## src/rtwt_pkg.sv

```systemverilog
// shared types and constants for the roff text word tokenizer
// parser mode codes, character codes, word length limit and the state record
package rtwt_pkg;

  localparam int unsigned MAX_WORD = 199;

  localparam logic [2:0] M_LINE_START = 3'd0;
  localparam logic [2:0] M_DOT_LINE   = 3'd1;
  localparam logic [2:0] M_NORMAL     = 3'd2;
  localparam logic [2:0] M_HYPHEN     = 3'd3;
  localparam logic [2:0] M_ESC        = 3'd4;
  localparam logic [2:0] M_FONT       = 3'd5;
  localparam logic [2:0] M_SIZE       = 3'd6;

  localparam logic [7:0] CH_NL     = 8'h0a;
  localparam logic [7:0] CH_DOT    = 8'h2e;
  localparam logic [7:0] CH_HYPHEN = 8'h2d;
  localparam logic [7:0] CH_APOS   = 8'h27;
  localparam logic [7:0] CH_BSLASH = 8'h5c;
  localparam logic [7:0] CH_F      = 8'h66;
  localparam logic [7:0] CH_S      = 8'h73;
  localparam logic [7:0] CH_0      = 8'h30;
  localparam logic [7:0] CH_9      = 8'h39;
  localparam logic [7:0] CH_UA     = 8'h41;
  localparam logic [7:0] CH_UZ     = 8'h5a;
  localparam logic [7:0] CH_LA     = 8'h61;
  localparam logic [7:0] CH_LZ     = 8'h7a;

  localparam logic [7:0] MAX_COUNT = 8'(MAX_WORD);

  typedef struct packed {
    logic [2:0] mode;
    logic       in_word;
    logic [7:0] count;
    logic       ovf;
  } tok_state_t;

  typedef struct packed {
    logic       emit;
    logic [6:0] letter;
    logic       word_end;
    logic       truncated;
  } tok_result_t;

endpackage

```

## src/roff_text_word_tokenizer.sv

```systemverilog
// roff text word tokenizer: strips markup and emits lower-case word letters and end marks
// path: an accepted byte is captured in the input register, then its result in the output register
// throughput: one byte per cycle while out_stall does not hold the output register
// reset: synchronous, clears the parser to line start, drops any open word, empties both registers
// depends on rtwt_pkg and rtwt_step
module roff_text_word_tokenizer (
  input  logic       clk,
  input  logic       rst,
  input  logic       in_valid,
  output logic       in_stall,
  input  logic       kind,
  input  logic [7:0] text_byte,
  output logic       out_valid,
  input  logic       out_stall,
  output logic [6:0] letter,
  output logic       word_end,
  output logic       truncated
);
  import rtwt_pkg::*;

  logic        s1_valid;
  logic        s1_kind;
  logic [7:0]  s1_byte;
  tok_state_t  st;
  tok_state_t  st_next;
  tok_result_t res;
  logic        out_free;
  logic        advance;

  assign out_free = !out_valid || !out_stall;
  assign advance  = s1_valid && out_free;
  assign in_stall = s1_valid && !out_free;

  rtwt_step u_step (
    .st        (st),
    .kind      (s1_kind),
    .text_byte (s1_byte),
    .st_next   (st_next),
    .res       (res)
  );

  always_ff @(posedge clk) begin
    if (rst) begin
      s1_valid   <= 1'b0;
      out_valid  <= 1'b0;
      st.mode    <= M_LINE_START;
      st.in_word <= 1'b0;
      st.count   <= '0;
      st.ovf     <= 1'b0;
    end else begin
      if (!in_stall) s1_valid <= in_valid;
      if (advance) st <= st_next;
      if (out_free) out_valid <= advance && res.emit;
    end
  end

  always_ff @(posedge clk) begin
    if (in_valid && !in_stall) begin
      s1_kind <= kind;
      s1_byte <= text_byte;
    end
    if (out_free) begin
      letter    <= res.letter;
      word_end  <= res.word_end;
      truncated <= res.truncated;
    end
  end

endmodule

```

## src/rtwt_step.sv

```systemverilog
// next-state and result logic for one byte of the tokenizer
// depends on rtwt_pkg for mode codes, character codes and the state record
module rtwt_step (
  input  rtwt_pkg::tok_state_t  st,
  input  logic                  kind,
  input  logic [7:0]            text_byte,
  output rtwt_pkg::tok_state_t  st_next,
  output rtwt_pkg::tok_result_t res
);
  import rtwt_pkg::*;

  always_comb begin
    logic take;
    logic norm;
    logic upper;
    logic lower;
    take    = 1'b0;
    norm    = 1'b0;
    upper   = (text_byte >= CH_UA) && (text_byte <= CH_UZ);
    lower   = (text_byte >= CH_LA) && (text_byte <= CH_LZ);
    st_next = st;
    res     = '0;

    if (kind) begin
      st_next.mode = M_NORMAL;
      if (st.in_word) begin
        res.emit      = 1'b1;
        res.word_end  = 1'b1;
        res.truncated = st.ovf;
        st_next.in_word = 1'b0;
        st_next.count   = '0;
        st_next.ovf     = 1'b0;
      end
    end else begin
      unique case (st.mode)
        M_LINE_START: begin
          if (text_byte == CH_DOT) begin
            st_next.mode = M_DOT_LINE;
          end else begin
            st_next.mode = M_NORMAL;
            norm = 1'b1;
          end
        end
        M_DOT_LINE: begin
          if (text_byte == CH_NL) st_next.mode = M_LINE_START;
        end
        M_HYPHEN: begin
          st_next.mode = M_NORMAL;
          take = (text_byte != CH_NL);
        end
        M_ESC: begin
          if (text_byte == CH_F) begin
            st_next.mode = M_FONT;
          end else if (text_byte == CH_S) begin
            st_next.mode = M_SIZE;
          end else begin
            st_next.mode = M_NORMAL;
            take = 1'b1;
          end
        end
        M_FONT: begin
          st_next.mode = M_NORMAL;
        end
        M_SIZE: begin
          if (!((text_byte >= CH_0) && (text_byte <= CH_9))) begin
            st_next.mode = M_NORMAL;
            take = 1'b1;
          end
        end
        default: begin
          st_next.mode = M_NORMAL;
          norm = 1'b1;
        end
      endcase

      // mid-line byte handling
      if (norm) begin
        priority if (text_byte == CH_NL) begin
          st_next.mode = M_LINE_START;
          take = 1'b1;
        end else if (text_byte == CH_HYPHEN) begin
          st_next.mode = M_HYPHEN;
        end else if (text_byte == CH_APOS) begin
          take = 1'b0;
        end else if (text_byte == CH_BSLASH) begin
          st_next.mode = M_ESC;
        end else begin
          take = 1'b1;
        end
      end

      // word assembler
      if (take) begin
        if (upper || lower) begin
          st_next.in_word = 1'b1;
          if (!st.in_word) begin
            st_next.count = '0;
            st_next.ovf   = 1'b0;
          end
          if (st_next.count < MAX_COUNT) begin
            st_next.count = st_next.count + 8'd1;
            res.emit      = 1'b1;
            res.letter    = text_byte[6:0] | 7'h20;
          end else begin
            st_next.ovf = 1'b1;
          end
        end else if (st.in_word) begin
          res.emit        = 1'b1;
          res.word_end    = 1'b1;
          res.truncated   = st.ovf;
          st_next.in_word = 1'b0;
          st_next.count   = '0;
          st_next.ovf     = 1'b0;
        end
      end
    end
  end

endmodule

```

## config.mk

```make
export PLATFORM = sky130hd
export DESIGN_NAME = roff_text_word_tokenizer
export DESIGN_NICKNAME = d
export VERILOG_FILES = /design/src/rtwt_pkg.sv /design/src/roff_text_word_tokenizer.sv /design/src/rtwt_step.sv
export SDC_FILE = /design/constraint.sdc
export NUM_CORES = 1
export LEC_CHECK = 0
export ABC_AREA = 1
export BUFFER_PORTS_ARGS = -buffer_cell sky130_fd_sc_hd__clkbuf_2
export CORE_MARGIN = 10
export CORE_UTILIZATION = 30
export DETAILED_ROUTE_END_ITERATION = 7
export MAX_ROUTING_LAYER = met4
export PLACE_DENSITY = 0.42
export SLEW_MARGIN = 20
export SYNTH_ARGS = -nofsm -noshare
export SYNTH_HDL_FRONTEND = slang
export SYNTH_HIERARCHICAL = 1
export SYNTH_SLANG_ARGS = --single-unit
```

## constraint.sdc

```tcl
create_clock -name clk -period 4.71 [get_ports clk]
set_input_delay 0.942 -clock clk [delete_from_list [all_inputs] [get_ports clk]]
set_output_delay 0.942 -clock clk [all_outputs]
set_load 0.02 [all_outputs]
```

==> impl_table.tex, run 1 <==
\begin{tabular}{lr}
\hline
Metric & Value \\
\hline
\multicolumn{2}{l}{\textbf{Pwr}} \\
\quad Switching power & 226 µW \\
\quad Internal power summed over all cells & 524 µW \\
\quad Relative contribution of sequential cells to total power & a little under half \\
\quad Power share of the combinational group & approximately 18\% \\
\quad Maximum vdd ir drop & between 0.08 and 0.09 mV \\
\quad Total Power & 750 µW \\
\quad Net switching fraction of the power & 30.1\% \\
\quad Total power divided by cell area & 280 nW/µm² \\
\quad Share of total power in the clock network & a little over a third \\
\quad Leakage power & 1.34 nW \\
\multicolumn{2}{l}{\textbf{STA}} \\
\quad Fraction of the cycle the final worst path needs & roughly 55\% \\
\quad RSZ-0062 raised after global routing & no \\
\quad Setup\_tns & 0 ns \\
\quad Finish-stage setup viols & 0 \\
\quad Final Worst Setup Slack & 2.14 ns \\
\quad Clock tree skew after final layout & around 0.011 ns \\
\quad Maximum frequency from static timing analysis & 389 MHz \\
\quad Pins Over Slew Limit & 0 \\
\quad Worst Tran Pin Value & 0.622 ns \\
\quad Shortest period the worst path allows & between 2 and 3 ns \\
\quad Rel. slew slack & 58.4\% \\
\quad Hold Vio Cnt, Final & 0 \\
\multicolumn{2}{l}{\textbf{Synthesis}} \\
\quad Area share of the leading cell type in the synthesized netlist & 22.0\% \\
\quad Part of the Yosys area used for sequential elements & between 30 and 40\% \\
\quad Average size of a mapped cell & 6.72 µm² \\
\quad Biggest area contributors in the synthesized netlist & sky130\_fd\_sc\_hd\_\_edfxtp\_1 (22\%), sky130\_fd\_sc\_hd\_\_nand2\_1 (16\%), sky130\_fd\_sc\_hd\_\_dfxtp\_1 (12\%) \\
\quad Number of instances in the synthesized netlist & 366 \\
\quad Synthesis-stage register bit count & 33 \\
\quad Post-synth net total & 380 \\
\quad Number of different library cells in the post-synthesis netlist & 30 \\
\quad Post-synth ARST share & 0\% \\
\quad Number of flops mapped to enable cells by yosys & 18 \\
\quad Top FF cell, synth & sky130\_fd\_sc\_hd\_\_edfxtp\_1 \\
\quad Total standard cell area after synthesis & 2460 µm² \\
\quad Area leader, netlist & sky130\_fd\_sc\_hd\_\_edfxtp\_1 \\
\quad Total of warnings raised by yosys & 6 \\
\multicolumn{2}{l}{\textbf{Cells and area}} \\
\quad Fraction of final layout cells with drive strength greater than 1 & approximately 15\% \\
\quad Combined area of the multi-input logic cells & 1270 µm² \\
\quad Number of inserted diodes & 0 \\
\quad Net total in the final layout & 396 \\
\quad Cell area after layout & 2680 µm² \\
\quad Register Area & 842 µm² \\
\quad Area growth syn-to-layout & 8.86\% \\
\quad Fill count & 900 \\
\multicolumn{2}{l}{\textbf{Job}} \\
\quad Maximum capacitance violations & 0 \\
\multicolumn{2}{l}{\textbf{CTS}} \\
\quad Total CTS buffers & 5 \\
\quad Post CTS Setup Buffer Count & 0 \\
\quad Clock tree from TritonCTS & yes \\
\quad Number of H-tree levels & 2 \\
\quad Reg clk slew, reported paths & 0.07 ns \\
\quad TritonCTS Sinks & 33 \\
\quad Root buffer selected by CTS & sky130\_fd\_sc\_hd\_\_clkbuf\_8 \\
\quad Latest clock arrival within the worst-skew pair & 0.29 ns \\
\quad \# hold bufs at CTS & 0 \\
\quad Number of instances resized during post-cts repair & 0 \\
\quad Buffers from clock root to sink, at most & 2 \\
\multicolumn{2}{l}{\textbf{Critical path}} \\
\quad CP Class & flip-flop to flip-flop \\
\quad Cells along the critical path & nand2\_1, inv\_1, ha\_1, nand3\_1, nand3\_2, nand2\_1, nand2\_1, nand2\_1, a21boi\_0, nand3\_1, nand3\_1, nand2\_1, inv\_1, nand3\_2, nand2\_1, nor2\_1 \\
\quad Crit-path most repeated cell & sky130\_fd\_sc\_hd\_\_nand2\_1 \\
\quad Worst Setup End Kind & flip-flop \\
\quad Cell with the biggest individual delay on the critical path & sky130\_fd\_sc\_hd\_\_dfxtp\_1 \\
\quad Worst path required time & 4.89 ns \\
\quad Cell family with the largest share of critical-path delay & simple AND/OR/NAND/NOR gates \\
\quad Buf/Inv on CP & 2 \\
\quad Startpoint types & flip-flop \\
\quad Crit path largest cell delay & 0.72 ns \\
\quad Data arrival time of the critical path & 2.75 ns \\
\quad Maximum net fanout on the critical path & 20 \\
\multicolumn{2}{l}{\textbf{Global route}} \\
\quad Total congestion overflow after global routing & 0 \\
\quad First-pass GRT wire length & 10,400 µm \\
\quad Overall Global Routing Usage & 10.2\% \\
\quad Via count of the first global-routing pass & 2,140 \\
\quad Antenna violations before repair & 0 \\
\quad Pin count of the biggest net entering global routing & 37 \\
\multicolumn{2}{l}{\textbf{Place}} \\
\quad Number of buffers added on ports & 23 \\
\quad Area of placed instances & 2560 µm² \\
\quad Worst Setup Slack post-DPL & around 2.1 ns \\
\quad HPWL after DPL & 4450 µm \\
\quad Routability congestion estimate from global placement & 0.869 \\
\multicolumn{2}{l}{\textbf{Floorplanning}} \\
\quad Die area & 12,200 µm² \\
\quad Standard-cell row count & 32 \\
\quad Core box area & around 7800 µm² \\
\quad Die outline height & 111 µm \\
\quad Floorplan die width & 111 µm \\
\quad Top Ports & 24 \\
\quad Effective utilization at floorplan & a little under a third \\
\multicolumn{2}{l}{\textbf{Worst hold path}} \\
\quad Class of the tightest hold or removal check & flip-flop to flip-flop \\
\multicolumn{2}{l}{\textbf{Routing}} \\
\quad Detail-routed via count per cell & 4.68 \\
\quad Wire length reported by the detailed router & 6230 µm \\
\quad DRT Pass-1 Iters & 4 \\
\quad Count of unresolved DRC violations after routing & 0 \\
\quad Routed length per instance & 12.8 µm \\
\quad Total number of vias & 2,270 \\
\quad First DRT Iteration DRCs & 176 \\
\quad Routed Antenna Nets & 0 \\
\multicolumn{2}{l}{\textbf{Outcome}} \\
\quad Status & finished clean \\
\hline
\end{tabular}
metal layers:
| metal | track usage [%] | vias to the layer above | share of wire (%) |
|---|---|---|---|
| met4 | 3.28 | 0 | 1.0 |
| met3 | 1.57 | 5 | 4.6 |
| met5 | - | - | 0 |
| li1 | - | 1207 | - |
| met1 | 14.2 | 1009 | 52 |
| met2 | 14.6 | 49 | 42 |
logic make-up after synthesis:
group           after synthesis  synth area share, %
simple gates                223                 42.3
buf+inv                      71                 14.2
compound gates               36                 8.04
flops                        33                 34.2
xor+xnor                      2                0.713
fa+ha+maj                     1                0.509
flip-flops by register name, indices dropped and copies added (netlist names):
| register | flops |
|---|---|
| st | 13 |
| s1_byte | 8 |
| letter | 7 |
| out_valid | 1 |
| s1_kind | 1 |
| s1_valid | 1 |
| truncated | 1 |
| word_end | 1 |
cell type report:
type	instances	area share, %
clock buffer	5	2.57
clock inverter	3	1.54
inverter	57	7.99
multi-input combinational	262	47.4
sequential	33	31.5
tap	102	4.77
timing repair buffer	23	4.30
power by group through the flow:
stage	Combinational (mW)	Sequential (mW)	Clock [mW]
finish	0.132	0.346	0.272
global route	0.153	0.349	0.291
CTS	0.134	0.345	0.283
detailed placement	0.133	0.352	0
global placement	0.134	0.353	0
floorplan	0.113	0.344	0
through the flow:
stage | hold WS, ns | utilization (%) | std cells
CTS | 0.554 | 34.1 | 485
detailed placement | 0.535 | 32.7 | 477
finish | 0.553 | 34.1 | 485
floorplan | 0.453 | - | 366
global route | 0.589 | 34.1 | 485
global placement | 0.539 | 32.7 | 477
layout by cell type, fill, tap and decap left out, drive strengths merged, types with 2 or more instances in the layout:
cell type / count
nand2: 111
nand3: 62
inv: 56
nor2: 43
clkbuf: 28
a21oi: 20
edfxtp: 18
dfxtp: 15
o21ai: 10
nand4: 4
a21boi: 3
clkinv: 2
nor3: 2
a32oi: 2
path summary, 6_finish.rpt:
check / startpoint / end / slack [ns] / cells past startpoint
worst max register to register: st[9] / st[6] / 2.14 / 16
worst min-delay path: st[0] / st[0] / 0.55 / 2
worst max-delay path: st[9] / st[6] / 2.14 / 16
worst min register to register: st[0] / st[0] / 0.55 / 2
tightest hold or removal path, cell delays in order (launching register included):
cell and delay, ns:
sky130_fd_sc_hd__dfxtp_1 0.38, sky130_fd_sc_hd__a21oi_1 0.06, sky130_fd_sc_hd__nor2_1 0.09
Yosys cell counts (all sizes together), types with 2 or more instances:
cell,n
edfxtp,18
nand4,4
nand3,62
a21boi,3
buf,10
nor3,2
o21ai,10
a32oi,2
dfxtp,15
nand2,111
nor2,43
a21oi,20
clkbuf,4
inv,56
Note: power is estimated with default switching activity, not from simulation.
==> inputs of run 2 (changes only) <==
Clock period 4.71 ns to 2.39 ns, I/O delays scaled along.
==> impl_table.tex, run 2 (synthesis gave the netlist of run 1 again) <==
\begin{tabular}{lr}
\hline
Metric & Value \\
\hline
\multicolumn{2}{l}{\textbf{Cells and area}} \\
\quad Reg with most FFs & st (unchanged) \\
\quad Area growth syn-to-layout & 11.1\% (was 8.86\%) \\
\quad Leading cell type in the layout, fill and taps excluded & sky130\_fd\_sc\_hd\_\_nand2\_1 (unchanged) \\
\quad Max FFs per register & 13 (unchanged) \\
\quad Final non-filler cell total & 492 (was 485) \\
\quad Largest registers ranked by flip-flop count & st (13), s1\_byte (8), letter (7) (unchanged) \\
\quad Fill count & 894 (was 900) \\
\quad Number of inserted diodes & 0 (unchanged) \\
\quad Most frequent cells in the layout & sky130\_fd\_sc\_hd\_\_nand2\_1 (103), sky130\_fd\_sc\_hd\_\_nand3\_1 (53), sky130\_fd\_sc\_hd\_\_inv\_1 (50), sky130\_fd\_sc\_hd\_\_nor2\_1 (40), sky130\_fd\_sc\_hd\_\_clkbuf\_2 (23) (unchanged) \\
\quad Net total in the final layout & 403 (was 396) \\
\quad Fraction of final layout cells with drive strength greater than 1 & 16.7\% (was 15.4\%) \\
\multicolumn{2}{l}{\textbf{STA}} \\
\quad RSZ-0062 raised after global routing & no (unchanged) \\
\quad Hold Vio Cnt, Final & 0 (unchanged) \\
\quad Setup\_tns & 0 ns (unchanged) \\
\quad Finish-stage setup viols & 0 (unchanged) \\
\quad Maximum frequency from static timing analysis & 475 MHz (was 389 MHz) \\
\quad Fraction of the cycle the final worst path needs & 88.1\% (was 54.5\%) \\
\quad Shortest period the worst path allows & 2.11 ns (was 2.57 ns) \\
\quad Worst Tran Pin Value & 0.513 ns (was 0.622 ns) \\
\quad Clock tree skew after final layout & 0.00564 ns (was 0.0111 ns) \\
\quad Rel. slew slack & 65.7\% (was 58.4\%) \\
\quad Pins Over Slew Limit & 0 (unchanged) \\
\multicolumn{2}{l}{\textbf{CTS}} \\
\quad Reg clk slew, reported paths & 0.08 ns (was 0.07 ns) \\
\quad Clock tree from TritonCTS & yes (unchanged) \\
\quad Total CTS buffers & 5 (unchanged) \\
\quad Number of H-tree levels & 2 (unchanged) \\
\quad Latest clock arrival within the worst-skew pair & 0.29 ns (about the same) \\
\quad Buffers from clock root to sink, at most & 2 (unchanged) \\
\quad TritonCTS Sinks & 33 (unchanged) \\
\quad Post CTS Setup Buffer Count & 0 (unchanged) \\
\quad Root buffer selected by CTS & sky130\_fd\_sc\_hd\_\_clkbuf\_8 (unchanged) \\
\multicolumn{2}{l}{\textbf{Routing}} \\
\quad DRT Pass-1 Iters & 4 (unchanged) \\
\quad First DRT Iteration DRCs & 134 (was 176) \\
\quad Count of unresolved DRC violations after routing & 0 (unchanged) \\
\quad Wire length reported by the detailed router & 6370 µm (was 6230 µm) \\
\quad Routed Antenna Nets & 0 (unchanged) \\
\quad Routed length per instance & 12.9 µm (was 12.8 µm) \\
\quad Total number of vias & 2,277 (was 2,270) \\
\quad Detail-routed via count per cell & 4.63 (was 4.68) \\
\multicolumn{2}{l}{\textbf{Place}} \\
\quad Routability congestion estimate from global placement & 0.813 (was 0.869) \\
\quad HPWL after DPL & 4510 µm (was 4450 µm) \\
\quad Placed insts & 484 (was 477) \\
\quad Number of buffers added on ports & 23 (unchanged) \\
\multicolumn{2}{l}{\textbf{Critical path}} \\
\quad R2R setup slack & 0.28 ns (was 2.14 ns) \\
\quad Worst path required time & 2.55 ns (was 4.89 ns) \\
\quad CP Class & flip-flop to flip-flop (unchanged) \\
\quad Number of cells on the worst reg-to-reg path & 12 (was 16) \\
\quad Data arrival time of the critical path & 2.27 ns (was 2.75 ns) \\
\quad R2r startpoint & s1\_byte[1] (was st[9]) \\
\quad Startpoint types & flip-flop (unchanged) \\
\quad Worst Setup End Kind & flip-flop (unchanged) \\
\quad Maximum net fanout on the critical path & 11 (was 20) \\
\quad Capture instance of the worst register-to-register path & out\_valid (was st[6]) \\
\multicolumn{2}{l}{\textbf{Pwr}} \\
\quad Maximum vdd ir drop & 0.246 mV (was 0.0889 mV) \\
\quad Leakage power & 1.38 nW (was 1.34 nW) \\
\quad Total power divided by cell area & 547 nW/µm² (was 280 nW/µm²) \\
\multicolumn{2}{l}{\textbf{Global route}} \\
\quad First-pass GRT wire length & 10,600 µm (was 10,400 µm) \\
\quad Total congestion overflow after global routing & 0 (unchanged) \\
\quad Pin count of the biggest net entering global routing & 37 (unchanged) \\
\quad Antenna violations before repair & 0 (unchanged) \\
\quad Overall Global Routing Usage & 10.3\% (was 10.2\%) \\
\quad Via count of the first global-routing pass & 2,142 (was 2,140) \\
\multicolumn{2}{l}{\textbf{Floorplanning}} \\
\quad Floorplan die width & 111 µm (unchanged) \\
\quad Top Ports & 24 (unchanged) \\
\quad Effective utilization at floorplan & 31.3\% (unchanged) \\
\quad Core box area & 7850 µm² (unchanged) \\
\quad Standard-cell row count & 32 (unchanged) \\
\quad Die outline height & 111 µm (unchanged) \\
\quad Die area & 12,200 µm² (unchanged) \\
\multicolumn{2}{l}{\textbf{Worst hold path}} \\
\quad Start point of the worst hold path & text\_byte[6] (was st[0]) \\
\quad Hold worst-path end & s1\_byte[6] (was st[0]) \\
\quad Hold depth & 1 (was 2) \\
\quad Class of the tightest hold or removal check & input pin to flip-flop (was flip-flop to flip-flop) \\
\multicolumn{2}{l}{\textbf{Job}} \\
\quad Maximum capacitance violations & 0 (unchanged) \\
\multicolumn{2}{l}{\textbf{Outcome}} \\
\quad Status & finished clean (unchanged) \\
\hline
\end{tabular}
## run 2: changes by cell type in the layout (fill, tap and decap cells not counted)
cell,change
sky130_fd_sc_hd__nand2_4,+1
sky130_fd_sc_hd__buf_4,+7
sky130_fd_sc_hd__dfxtp_2,-1
sky130_fd_sc_hd__nand2_2,-1
sky130_fd_sc_hd__dfxtp_1,+1
## run 2: stage by stage
stage	hold WS (ns)	utilization [%]	setup WS [ns]	instance area, µm²	power, mW
finish	0.358	34.8	0.283	2730	1.50
floorplan	0.453	-	0.379	2460	0.902
CTS	0.350	34.8	0.163	2730	1.52
global placement	0.524	33.4	0.170	2620	0.970
global route	0.346	34.8	0.0425	2730	1.58
detailed placement	0.520	33.4	0.179	2620	0.969
## run 2: how the worst max path moves through the flow
stage | end | cells past startpoint | slack [ns] | from
2_1_floorplan | st[4] | 19 | 0.38 | st[9]
3_3_place_gp | out_valid | 13 | 0.17 | s1_byte[4]
3_5_place_dp | out_valid | 13 | 0.18 | s1_byte[4]
4_1_cts | out_valid | 13 | 0.16 | s1_byte[4]
5_1_grt | out_valid | 13 | 0.04 | s1_byte[4]
6_report | out_valid | 12 | 0.28 | s1_byte[1]
## run 2: metal layers
layer	vias to the layer above	GRT usage [%]	share of wire (%)
met5	-	-	0
met4	0	3.63	1.1
met3	6	1.57	4.5
met2	42	14.9	42
met1	1016	14.2	52
li1	1213	-	-
## run 2: repair_timing
| action | in CTS | in global routing |
|---|---|---|
| endpoints found under the setup margin | 0 | 1 |
| resized for setup | 0 | 1 |
| hold buffers | 0 | 0 |
## run 2: critical path, cell delays in order, from the launching register on
cell                       delay (ns)
sky130_fd_sc_hd__edfxtp_1        0.45
sky130_fd_sc_hd__o21ai_0         0.37
sky130_fd_sc_hd__nand2_1         0.10
sky130_fd_sc_hd__nand2_1         0.12
sky130_fd_sc_hd__nand4_1         0.10
sky130_fd_sc_hd__nand2_1         0.11
sky130_fd_sc_hd__nand2_4         0.15
sky130_fd_sc_hd__nand3_2         0.12
sky130_fd_sc_hd__inv_2           0.06
sky130_fd_sc_hd__nand2_2         0.15
sky130_fd_sc_hd__nand2_1         0.10
sky130_fd_sc_hd__nand2_1         0.08
sky130_fd_sc_hd__a21oi_1         0.06
## run 2: cell type report
cell class	count	area [µm²]	share of cell area, %
tap	102	128	4.67
clock buffer	5	68.8	2.52
multi-input combinational	262	1270	46.6
sequential	33	841	30.8
inverter	57	214	7.83
clock inverter	3	41.3	1.51
timing repair buffer	30	168	6.14
## run 2: report_power, final
part           internal, mW  switching [mW]
combinational         0.105           0.187
sequential            0.631          0.0326
clock                 0.307           0.233
total                  1.04           0.453
